==> src/hw/rtl/vrd_pkg.sv <==
// Shared types and codes for the varint message deframer.
package vrd_pkg;

    // Result kinds
    localparam logic [1:0] KIND_NAME    = 2'd0;
    localparam logic [1:0] KIND_HEADER  = 2'd1;
    localparam logic [1:0] KIND_PAYLOAD = 2'd2;
    localparam logic [1:0] KIND_ERROR   = 2'd3;

    // Error codes
    localparam logic [2:0] ERR_NONE       = 3'd0;
    localparam logic [2:0] ERR_SHORT_BODY = 3'd1;
    localparam logic [2:0] ERR_NUM_VARINT = 3'd2;
    localparam logic [2:0] ERR_NAME       = 3'd3;
    localparam logic [2:0] ERR_PAY_VARINT = 3'd4;
    localparam logic [2:0] ERR_MISMATCH   = 3'd5;

    // Framing constants
    localparam logic [31:0] MIN_BODY         = 32'd4;
    localparam logic [2:0]  MAX_VARINT_BYTES = 3'd5;

    // One result transaction
    typedef struct packed {
        logic [1:0]  kind;
        logic [7:0]  out_byte;
        logic [31:0] message_number;
        logic [31:0] name_length;
        logic [31:0] payload_length;
        logic [2:0]  error_code;
        logic        last;
    } t_result;

endpackage

==> src/hw/rtl/vrd_parser.sv <==
// Frame parser: phase state machine, counters and per-byte result logic.
module vrd_parser (
    input  logic             i_clk,
    input  logic             i_rst_n,
    input  logic             i_step,
    input  logic [7:0]       i_rx_byte,
    output logic             o_res_valid,
    output vrd_pkg::t_result o_res
);

    typedef enum logic [2:0] {
        PH_LEN,
        PH_NUM,
        PH_NLEN,
        PH_NAME,
        PH_PLEN,
        PH_PAY,
        PH_HALT
    } t_phase;

    t_phase      r_phase, n_phase;
    logic [1:0]  r_len_seen, n_len_seen;
    logic [31:0] r_body_len, n_body_len;
    logic [31:0] r_body_left, n_body_left;
    logic [31:0] r_vval, n_vval;
    logic [2:0]  r_vcnt, n_vcnt;
    logic [31:0] r_number, n_number;
    logic [31:0] r_name_len, n_name_len;
    logic [31:0] r_field_left, n_field_left;

    logic [4:0]  v_sh;
    logic [38:0] v_shifted;
    logic [31:0] v_new;
    logic [2:0]  v_cnt_new;
    logic [31:0] v_left;
    logic        v_done;
    logic        v_bad;
    logic [31:0] len_shifted;
    logic [31:0] len_new;
    logic [31:0] body_dec;
    logic [31:0] field_dec;

    // Varint group accumulate and body countdown
    always_comb begin
        case (r_vcnt)
            3'd0:    v_sh = 5'd0;
            3'd1:    v_sh = 5'd7;
            3'd2:    v_sh = 5'd14;
            3'd3:    v_sh = 5'd21;
            default: v_sh = 5'd28;
        endcase
        v_shifted = {32'd0, i_rx_byte[6:0]} << v_sh;
        v_new     = r_vval | v_shifted[31:0];
        v_cnt_new = r_vcnt + 3'd1;
        v_left    = (r_body_left != 32'd0) ? (r_body_left - 32'd1) : 32'd0;
        v_done    = ~i_rx_byte[7];
        v_bad     = i_rx_byte[7] &&
                    ((v_cnt_new >= vrd_pkg::MAX_VARINT_BYTES) || (v_left == 32'd0));
    end

    // Little-endian length byte assembly
    assign len_shifted = {24'd0, i_rx_byte} << {r_len_seen, 3'b000};
    assign len_new     = r_body_len | len_shifted;
    assign body_dec    = r_body_left - 32'd1;
    assign field_dec   = r_field_left - 32'd1;

    // Next state and result for the current byte
    always_comb begin
        n_phase      = r_phase;
        n_len_seen   = r_len_seen;
        n_body_len   = r_body_len;
        n_body_left  = r_body_left;
        n_vval       = r_vval;
        n_vcnt       = r_vcnt;
        n_number     = r_number;
        n_name_len   = r_name_len;
        n_field_left = r_field_left;
        o_res_valid  = 1'b0;
        o_res        = '0;

        case (r_phase)
            PH_LEN: begin
                n_body_len = len_new;
                n_len_seen = r_len_seen + 2'd1;
                if (r_len_seen == 2'd3) begin
                    if (len_new < vrd_pkg::MIN_BODY) begin
                        n_phase          = PH_HALT;
                        o_res_valid      = 1'b1;
                        o_res.kind       = vrd_pkg::KIND_ERROR;
                        o_res.error_code = vrd_pkg::ERR_SHORT_BODY;
                    end else begin
                        n_body_left = len_new;
                        n_phase     = PH_NUM;
                        n_vval      = '0;
                        n_vcnt      = '0;
                    end
                end
            end

            PH_NUM: begin
                n_body_left = v_left;
                n_vval      = v_new;
                n_vcnt      = v_cnt_new;
                if (v_done) begin
                    n_number = v_new;
                    if (v_left == 32'd0) begin
                        n_phase          = PH_HALT;
                        o_res_valid      = 1'b1;
                        o_res.kind       = vrd_pkg::KIND_ERROR;
                        o_res.error_code = vrd_pkg::ERR_NAME;
                    end else begin
                        n_phase = PH_NLEN;
                        n_vval  = '0;
                        n_vcnt  = '0;
                    end
                end else if (v_bad) begin
                    n_phase          = PH_HALT;
                    o_res_valid      = 1'b1;
                    o_res.kind       = vrd_pkg::KIND_ERROR;
                    o_res.error_code = vrd_pkg::ERR_NUM_VARINT;
                end
            end

            PH_NLEN: begin
                n_body_left = v_left;
                n_vval      = v_new;
                n_vcnt      = v_cnt_new;
                if (v_done) begin
                    n_name_len = v_new;
                    if (v_new > v_left) begin
                        n_phase          = PH_HALT;
                        o_res_valid      = 1'b1;
                        o_res.kind       = vrd_pkg::KIND_ERROR;
                        o_res.error_code = vrd_pkg::ERR_NAME;
                    end else if (v_new == v_left) begin
                        // no room left for the payload-length varint
                        n_phase          = PH_HALT;
                        o_res_valid      = 1'b1;
                        o_res.kind       = vrd_pkg::KIND_ERROR;
                        o_res.error_code = vrd_pkg::ERR_PAY_VARINT;
                    end else if (v_new == 32'd0) begin
                        n_phase = PH_PLEN;
                        n_vval  = '0;
                        n_vcnt  = '0;
                    end else begin
                        n_field_left = v_new;
                        n_phase      = PH_NAME;
                    end
                end else if (v_bad) begin
                    n_phase          = PH_HALT;
                    o_res_valid      = 1'b1;
                    o_res.kind       = vrd_pkg::KIND_ERROR;
                    o_res.error_code = vrd_pkg::ERR_NAME;
                end
            end

            PH_NAME: begin
                n_body_left    = body_dec;
                n_field_left   = field_dec;
                o_res_valid    = 1'b1;
                o_res.kind     = vrd_pkg::KIND_NAME;
                o_res.out_byte = i_rx_byte;
                if (field_dec == 32'd0) begin
                    n_phase = PH_PLEN;
                    n_vval  = '0;
                    n_vcnt  = '0;
                end
            end

            PH_PLEN: begin
                n_body_left = v_left;
                n_vval      = v_new;
                n_vcnt      = v_cnt_new;
                if (v_done) begin
                    if (v_new != v_left) begin
                        n_phase          = PH_HALT;
                        o_res_valid      = 1'b1;
                        o_res.kind       = vrd_pkg::KIND_ERROR;
                        o_res.error_code = vrd_pkg::ERR_MISMATCH;
                    end else begin
                        n_field_left         = v_new;
                        o_res_valid          = 1'b1;
                        o_res.kind           = vrd_pkg::KIND_HEADER;
                        o_res.message_number = r_number;
                        o_res.name_length    = r_name_len;
                        o_res.payload_length = v_new;
                        if (v_new == 32'd0) begin
                            // empty payload: header closes the frame
                            o_res.last = 1'b1;
                            n_phase    = PH_LEN;
                            n_len_seen = '0;
                            n_body_len = '0;
                        end else begin
                            n_phase = PH_PAY;
                        end
                    end
                end else if (v_bad) begin
                    n_phase          = PH_HALT;
                    o_res_valid      = 1'b1;
                    o_res.kind       = vrd_pkg::KIND_ERROR;
                    o_res.error_code = vrd_pkg::ERR_PAY_VARINT;
                end
            end

            PH_PAY: begin
                n_body_left    = body_dec;
                n_field_left   = field_dec;
                o_res_valid    = 1'b1;
                o_res.kind     = vrd_pkg::KIND_PAYLOAD;
                o_res.out_byte = i_rx_byte;
                if (field_dec == 32'd0) begin
                    o_res.last = 1'b1;
                    n_phase    = PH_LEN;
                    n_len_seen = '0;
                    n_body_len = '0;
                end
            end

            default: begin
                // halted until reset
            end
        endcase
    end

    // State registers, advanced once per accepted byte
    always_ff @(posedge i_clk) begin
        if (!i_rst_n) begin
            r_phase      <= PH_LEN;
            r_len_seen   <= '0;
            r_body_len   <= '0;
            r_body_left  <= '0;
            r_vval       <= '0;
            r_vcnt       <= '0;
            r_number     <= '0;
            r_name_len   <= '0;
            r_field_left <= '0;
        end else if (i_step) begin
            r_phase      <= n_phase;
            r_len_seen   <= n_len_seen;
            r_body_len   <= n_body_len;
            r_body_left  <= n_body_left;
            r_vval       <= n_vval;
            r_vcnt       <= n_vcnt;
            r_number     <= n_number;
            r_name_len   <= n_name_len;
            r_field_left <= n_field_left;
        end
    end

endmodule

==> src/hw/rtl/varint_rpc_message_deframer_unit.sv <==
// Varint message deframer top level: input handshake and result register.
//
// Input channel: one received stream byte per transaction on i_rx_byte
// (i_in_valid / o_in_ready). Output channel: one result per transaction
// (o_out_valid / i_out_ready): name bytes, a header with message number,
// name length and payload length, payload bytes with o_last on the final
// one (on the header when the payload is empty), or an error with its code.
// Each accepted byte is parsed in the cycle it is accepted; its result, if
// any, appears on the output register the next cycle.
// Throughput is one byte per cycle while o_in_ready is high. A byte that
// causes no result (length bytes, most varint bytes) leaves the result
// data as it was and clears o_out_valid.
// When the receiver stalls, the result register holds; a new byte is still
// taken in the same cycle the held result is taken, so o_in_ready drops
// only while a result waits and i_out_ready is low.
// Reset (synchronous, active low) returns the parser to waiting for the
// four length bytes and empties the result register. After an error is
// reported the block drops all further bytes until reset.
module varint_rpc_message_deframer_unit (
    input  logic        i_clk,
    input  logic        i_rst_n,
    input  logic        i_in_valid,
    output logic        o_in_ready,
    input  logic [7:0]  i_rx_byte,
    output logic        o_out_valid,
    input  logic        i_out_ready,
    output logic [1:0]  o_kind,
    output logic [7:0]  o_out_byte,
    output logic [31:0] o_message_number,
    output logic [31:0] o_name_length,
    output logic [31:0] o_payload_length,
    output logic [2:0]  o_error_code,
    output logic        o_last
);

    logic             step;
    logic             res_valid;
    vrd_pkg::t_result res;
    logic             r_out_valid;
    vrd_pkg::t_result r_out;

    assign o_in_ready = ~r_out_valid | i_out_ready;
    assign step       = i_in_valid & o_in_ready;

    vrd_parser u_parser (
        .i_clk       (i_clk),
        .i_rst_n     (i_rst_n),
        .i_step      (step),
        .i_rx_byte   (i_rx_byte),
        .o_res_valid (res_valid),
        .o_res       (res)
    );

    // Result register
    always_ff @(posedge i_clk) begin
        if (!i_rst_n) begin
            r_out_valid <= 1'b0;
        end else if (step) begin
            r_out_valid <= res_valid;
        end else if (i_out_ready) begin
            r_out_valid <= 1'b0;
        end
    end

    always_ff @(posedge i_clk) begin
        if (step && res_valid) begin
            r_out <= res;
        end
    end

    assign o_out_valid      = r_out_valid;
    assign o_kind           = r_out.kind;
    assign o_out_byte       = r_out.out_byte;
    assign o_message_number = r_out.message_number;
    assign o_name_length    = r_out.name_length;
    assign o_payload_length = r_out.payload_length;
    assign o_error_code     = r_out.error_code;
    assign o_last           = r_out.last;

endmodule

==> config.mk <==
export PLATFORM = sky130hd
export DESIGN_NAME = varint_rpc_message_deframer_unit
export DESIGN_NICKNAME = d
export VERILOG_FILES = /design/src/hw/rtl/vrd_pkg.sv /design/src/hw/rtl/vrd_parser.sv /design/src/hw/rtl/varint_rpc_message_deframer_unit.sv
export SDC_FILE = /design/constraint.sdc
export NUM_CORES = 1
export LEC_CHECK = 0
export BUFFER_PORTS_ARGS = -buffer_cell sky130_fd_sc_hd__buf_2
export CORE_ASPECT_RATIO = 0.6
export CORE_MARGIN = 1
export CORE_UTILIZATION = 44
export DETAILED_ROUTE_END_ITERATION = 16
export GPL_ROUTABILITY_DRIVEN = 1
export PLACE_DENSITY = 0.65
export SLEW_MARGIN = 20
export SYNTH_ARGS = -nofsm -noshare
export SYNTH_HDL_FRONTEND = slang
export SYNTH_SLANG_ARGS = --single-unit
==> constraint.sdc <==
create_clock -name i_clk -period 20 [get_ports i_clk]
set_input_delay 2 -clock i_clk [delete_from_list [all_inputs] [get_ports i_clk]]
set_output_delay 2 -clock i_clk [all_outputs]
set_load 0.01 [all_outputs]
; ---- Yosys cells after proc, flatten, opt, wreduce, memory -nomap -nowiden
; Index checks and enable logic that the tools add are counted.
[word_totals]
inputBits = 12
ff_bits = 311
out_inout_bits = 112
wordCells = 176
[classes]
n_lt_le_gt_ge = 3
n_mux = 96
n_shift = 2
eq_ne = 22
n_bitwise = 7
reduce_logical = 25
addsub = 4
[op_table]
columns = operator, count
row1 = two-way mux 32 bit, 21
row2 = one-hot mux 32 bit (3 select lines), 3
row3 = one-hot mux 32 bit (5 select lines), 1
row4 = zero test 32 bit, 3
row5 = two-way mux 3 bit, 30
row6 = bitwise OR 32 bit, 2
row7 = subtractor 32 x 1 -> 32 bit (second input constant), 2
row8 = two-way mux 2 bit, 17
row9 = equality test 32 bit, 1
row10 = greater-than comparator 32 bit, 1
row11 = < comparator 32 x 3 -> 1 bit (second input constant), 1
row12 = inequality test 32 bit, 1
row13 = nonzero test 32 bit, 1
row14 = << shifter 7 x 5 -> 32 bit, 1
row15 = << shifter 8 x 5 -> 32 bit, 1
row16 = one-hot mux 5 bit (4 select lines), 1
row17 = one-hot mux 3 bit (6 select lines), 1
row18 = two-way mux 1 bit, 16
row19 = one-hot mux 3 bit (5 select lines), 1
row20 = inequality test 2 bit (second input constant), 7
row21 = equality test 3 x 2 -> 1 bit (second input constant), 4
row22 = one-hot mux 3 bit (4 select lines), 1
row23 = one-hot mux 2 bit (5 select lines), 1
row24 = AND reduction 5 bit, 2
row25 = other kinds (26), 39

; ---- Logic depth before layout (Yosys ltp)
[logic_depth]
depth_word = 10
mapped_depth = 24
depth_no_buf = 20

; ---- By module
; A second synthesis with hierarchy kept.
[unflattened]
hier_cells = 1849
hier_area_um2 = 16569.6
[by_module_without_submodules]
columns = mod, cells_per_inst, area_each_um2, seq_area_each_um2, n_inst
row1 = vrd_parser, 1733, 13195.2, 4003.8, 1
row2 = varint_rpc_message_deframer_unit, 116, 3374.5, 3323.2, 1

; ---- Worst setup path after synthesis
; No wires, ideal clock.
[synth_path]
path_type = input -> register
start = in i_rx_byte[1]
end = reg r_out, in the netlist o_error_code[0], enable pin
path_stages = 16
n_path_buf = 1
t_required_ps = 19258
setup_slack_ps = 6451
setup_time_ps = 742
arrival_ps = 12806
cell_sequence = clkbuf_1 > and2_1 > o21ai_0 > nand3_1 > a31oi_1 > inv_1 > ha_1 > nand4_1 > nor4_1 > a21oi_1 > nor3b_1 > a21oi_1 > a21oi_1 > nor3_1 > o21a_1 > a211oi_1
[synth_via]
elab_chain_cells = 8
word_cells_on_any_way = 14
classes_between = order compare (2) / eq/ne (1) / shift (2) / mux (6) / bitwise (2) / reduce/logical (1)
[synth_rtl]
columns = element, line_no
row1 = start: declaration, varint_rpc_message_deframer_unit.sv:24  ; input logic [7:0] i_rx_byte,
row2 = << shifter 7 x 5 -> 32 bit *, vrd_parser.sv:52  ; v_shifted = {32'd0, i_rx_byte[6:0]} << v_sh;
row3 = bitwise OR 32 bit *, vrd_parser.sv:53  ; v_new = r_vval | v_shifted[31:0];
row4 = via u_parser.v_new[6], vrd_parser.sv:33  ; logic [31:0] v_new;
row5 = "parallel branches: the longest is 2 deep, another holds greater-than comparator 32 bit", -
row6 = two-way mux 1 bit *, vrd_parser.sv:130  ; if (v_new > v_left) begin
row7 = two-way mux 1 bit *, vrd_parser.sv:128  ; if (v_done) begin
row8 = one-hot mux 1 bit (5 select lines) *, vrd_parser.sv:81  ; case (r_phase)
row9 = logical AND 1 bit *, varint_rpc_message_deframer_unit.sv:66  ; if (step && res_valid) begin
row10 = end signal: assignment, varint_rpc_message_deframer_unit.sv:67  ; r_out <= res;
row11 = end: declaration, varint_rpc_message_deframer_unit.sv:40  ; vrd_pkg::t_result r_out;
; Mark *: on every way through the listed nets, which the timed path passes.
; A chain may end at the register's enable or synchronous reset.

; ---- Worst setup path after layout
[layout_path]
start = reg u_parser.r_vcnt[2]
end = reg r_out, in the netlist o_message_number[1], enable pin
[layout_via]
elab_chain_cells = 10
word_cells_on_any_way = 21
classes_between = add/sub (1) / order compare (2) / eq/ne (4) / shift (1) / mux (8) / bitwise (1) / reduce/logical (4)
[layout_rtl]
columns = element, line_no
row1 = start: declaration, vrd_parser.sv:26  ; logic [2:0] r_vcnt, n_vcnt;
row2 = start signal: assignment, vrd_parser.sv:243  ; r_vcnt <= n_vcnt;
row3 = "equality test 3 x 2 -> 1 bit, or another cell as far along", vrd_parser.sv:45  ; case (r_vcnt)
row4 = one-hot mux 5 bit (4 select lines) *, vrd_parser.sv:45
row5 = << shifter 7 x 5 -> 32 bit *, vrd_parser.sv:52
row6 = bitwise OR 32 bit *, vrd_parser.sv:53
row7 = via u_parser.v_new[24], vrd_parser.sv:33
row8 = "parallel branches: the longest is 2 deep, another holds greater-than comparator 32 bit", -
row9 = two-way mux 1 bit *, vrd_parser.sv:130
row10 = two-way mux 1 bit *, vrd_parser.sv:128
row11 = one-hot mux 1 bit (5 select lines) *, vrd_parser.sv:81
row12 = logical AND 1 bit *, varint_rpc_message_deframer_unit.sv:66
; Marks and branches as above.

==> run_results.csv <==
group,metric,value,unit
global_routing,gr-usage-all-layers,30.28,%
timing,fin_worst_skew,0.01947,ns
setup_path,max_stage_delay,0.87,ns
clocking,clk_pin_slew,0.07,ns
setup_path,rr_startpoint,"u_parser.r_vcnt[2]",
clocking,tritoncts,"built",
global_routing,grt_max_degree,88,
floorplanning,die_h,152.0,um
run,drv_cap,0,
timing,tns,0,ns
worst_hold_path,worstHoldStart,"u_parser.r_vval[30]",
cells_and_area,synthToLayoutAreaGrowth,12.67,%
setup_path,crit_start,"u_parser.r_vcnt[2]",
setup_path,worstSetupPathType,"reg -> reg",
power_and_ir_drop,p_leak,7.628,nW
place,dp_hpwl,41.43,mm
clocking,clockBufferDepth,3,
timing,timing.slew.headroom,27.82,%
timing,fin_crit,7.439,ns
clocking,root_buffer,"clkbuf_16",
setup_path,reg2reg_depth,20,
worst_hold_path,min_path_cells,2,
floorplanning,initial_core_util,45.06,%
floorplanning,io_pins,124,
cells_and_area,n_antenna_cell,0,
timing,fmax,0.1344,GHz
drt,drtIter0Drc,1979,
place,place_inst,2408,
global_routing,grt_pass1_wl,88.65,mm
floorplanning,core,36620,um^2
cells_and_area,final_cells,2464,
cells_and_area,stdcell_area,18590,um^2
setup_path,worstPathRequired,20.22,ns
logic_synthesis,synthFlopType,"dfxtp_1",
setup_path,cp-end-kind,"flop",
cells_and_area,drive_gt1_share,14.44,%
clocking,clock_latency,0.60,ns
setup_path,cpLargestDelayFamily,"compound AO/OA/AOI/OAI gates",
clocking,postCtsSetupBuffers,0,
setup_path,cp_max_fo,76,
logic_synthesis,syn_area_per_cell,8.740,um^2
drt,ant_nets,0,
drt,wl_met2,22.79,mm
cells_and_area,fin_nets,1991,
clocking,clock_sinks,311,
logic_synthesis,async_flop_share,0,%
setup_path,path_cells,"inv_1 -> ha_1 -> a21oi_2 -> o22ai_1 -> o21bai_1 -> a21oi_1 -> inv_1 -> ha_1 -> nand4_1 -> nor3_1 -> and4_1 -> a21oi_1 -> nor3b_1 -> a21oi_1 -> a21oi_1 -> nor3_1 -> o21a_1 -> a211oi_4 -> buf_4 -> buf_4",
place,io_buffers,123,
timing,slew_viol_final,0,
drt,num_vias,15360,
global_routing,grt_pass1_vias,13980,
floorplanning,fp.dieW,252.0,um
cells_and_area,multi_input_area,8437,um^2
logic_synthesis,ys_seq_elements,311,
power_and_ir_drop,max-vdd-ir-drop,0.00009548,V
clocking,cts_buffers,30,
place,dpl_cell_area,17530,um^2
drt,top_layer,"met4",
drt,routed_via_density,6.232,
timing,period_share,37.20,%
logic_synthesis,synth_cell_types,89,
worst_hold_path,hold_path_end,"u_parser.r_vval[30]",
cells_and_area,fin_util,50.77,%
drt,firstDrtPassIters,7,
setup_path,crit_arrival,7.66,ns
logic_synthesis,ys_seq_area_share,44.40,%
drt,met1_length,27.31,mm
global_routing,grt-ovfl-total,0,
timing,whs,0.4643,ns
setup_path,r2r_slack,12.56,ns
floorplanning,rows,54,
cells_and_area,register_area,7327,um^2
setup_path,critical-path-slowest-cell,"dfxtp_1",
logic_synthesis,synth_area,16500,um^2
global_routing,antenna_found_initial,3,
logic_synthesis,synthCells,1888,
power_and_ir_drop,p_per_area,172.4,nW/um^2
clocking,cts_hold_buf,0,
setup_path,r2r-end,"o_message_number[1]",
clocking,htree_levels,1,
logic_synthesis,yosys_warnings,0,
drt,drcViolationCount,0,
clocking,post_cts_resized,0,
setup_path,path_common_cell,"a21oi_1",
setup_path,path_buf_inv,4,
setup_path,startpoint_type,"flop",
floorplanning,fp.dieArea,38310,um^2
place,place.gp.congestion,1.003,
drt,wire_per_inst,23.92,um
run_status,status,"completed",
logic_synthesis,synth-edff-count,110,
cells_and_area,fillers,3482,
worst_hold_path,hold_class,"reg -> reg",
drt,routed_wl,58.93,mm
drt,route.met3.wl,7.858,mm
timing,setup-violations-final,0,
logic_synthesis,synth_nets,1943,
timing,rsz0062_at_grt,"no",
timing,finalHoldViolations,0,
timing,tightest_slew,1.083,ns
==> metrics by stage <==
step	setup slack, ns	total power, mW
finish	12.56	3.205
global route	11.98	3.410
CTS	12.74	3.163
detailed placement	12.33	2.532
global placement	12.50	2.521
floorplan	6.451	2.001
==> synth_stat cells (all sizes together), types with 11 or more instances <==
master | count | area share, %
nor2 | 291 | 6.6
dfxtp | 201 | 24
a21oi | 129 | 4.1
clkbuf | 116 | 2.6
edfxtp | 110 | 20
nand2 | 107 | 2.4
o21ai | 106 | 3.3
and3 | 72 | 2.7
a211oi | 64 | 2.9
inv | 54 | 1.2
nor3 | 53 | 1.6
ha | 43 | 3.3
a31oi | 41 | 1.6
nor4 | 40 | 2.0
buf | 33 | 1.1
nand2b | 28 | 1.1
nand3 | 24 | 0.73
o22ai | 23 | 0.91
or3 | 22 | 0.83
a22oi | 21 | 0.96
nand4 | 21 | 0.80
or2 | 19 | 0.72
and2 | 18 | 0.68
mux2i | 17 | 1.0
o211a | 17 | 1.0
xor2 | 17 | 0.90
o32ai | 16 | 0.85
xnor2 | 15 | 0.80
nor2b | 14 | 0.53
nand3b | 12 | 0.62
o31ai | 11 | 0.50
==> where the power goes <==
| part | switching (mW) | internal, mW | leakage, nW |
|---|---|---|---|
| combinational | 1.14 | 0.592 | 4.47 |
| clock | 0.267 | 0.355 | 0.506 |
| sequential | 0.0763 | 0.770 | 2.65 |
| total | 1.49 | 1.72 | 7.63 |
==> area by class of cell <==
type / instances / share of cell area [%]
multi-input combinational: 1372 / 45.38
sequential: 311 / 39.41
timing repair buffer: 165 / 5.007
clock buffer: 39 / 4.388
tap: 504 / 3.392
clock inverter: 17 / 1.285
inverter: 56 / 1.137
==> layout by cell type (no fill, tap or decap), types with 22 or more instances in the layout <==
| cell | instances |
|---|---|
| or3_1 | 22 |
| clkbuf_16 | 31 |
| nand2_1 | 107 |
| nor3_1 | 49 |
| a211oi_1 | 63 |
| o21ai_0 | 95 |
| a31oi_1 | 41 |
| buf_4 | 42 |
| inv_1 | 53 |
| buf_2 | 123 |
| a21oi_1 | 125 |
| nor2_1 | 286 |
| ha_1 | 43 |
| nand3_1 | 24 |
| and3_1 | 72 |
| nor4_1 | 30 |
| edfxtp_1 | 110 |
| nand2b_1 | 27 |
| dfxtp_1 | 201 |
| o22ai_1 | 22 |
==> how the worst max path moves through the flow <==
stage,end,slack (ns),depth (start not counted)
after global placement,o_message_number[0],12.50,19
final,o_message_number[1],12.56,20
after CTS,o_message_number[1],12.74,21
after floorplan,o_error_code[0],6.45,16
after global routing,o_message_number[1],11.98,21
after detailed placement,o_message_number[4],12.33,19
==> per-layer routing <==
layer  vias to the layer above  GRT usage [%]
li1                       7030              -
met1                      7427          46.94
met2                       831          39.94
met3                        67          10.45
met4                         0          5.310
met5                         -              0
==> cell families after synthesis <==
logic type	count (synthesis)	synth area share, %
AND/OR/NAND/NOR	758	23.43
AO/OA/AOI/OAI	519	20.96
flip-flops	311	44.40
buffers and inverters	205	4.989
adder cells (fa/ha/maj)	43	3.261
XOR/XNOR	32	1.699
multiplexers	20	1.259
==> worst min-delay path, delay by kind of cell, from the launching register on <==
family	cells	cell delay [ns]
flip-flops	1	0.31
AO/OA/AOI/OAI	1	0.05
AND/OR/NAND/NOR	1	0.05
Power figures use the tool's default switching activity.
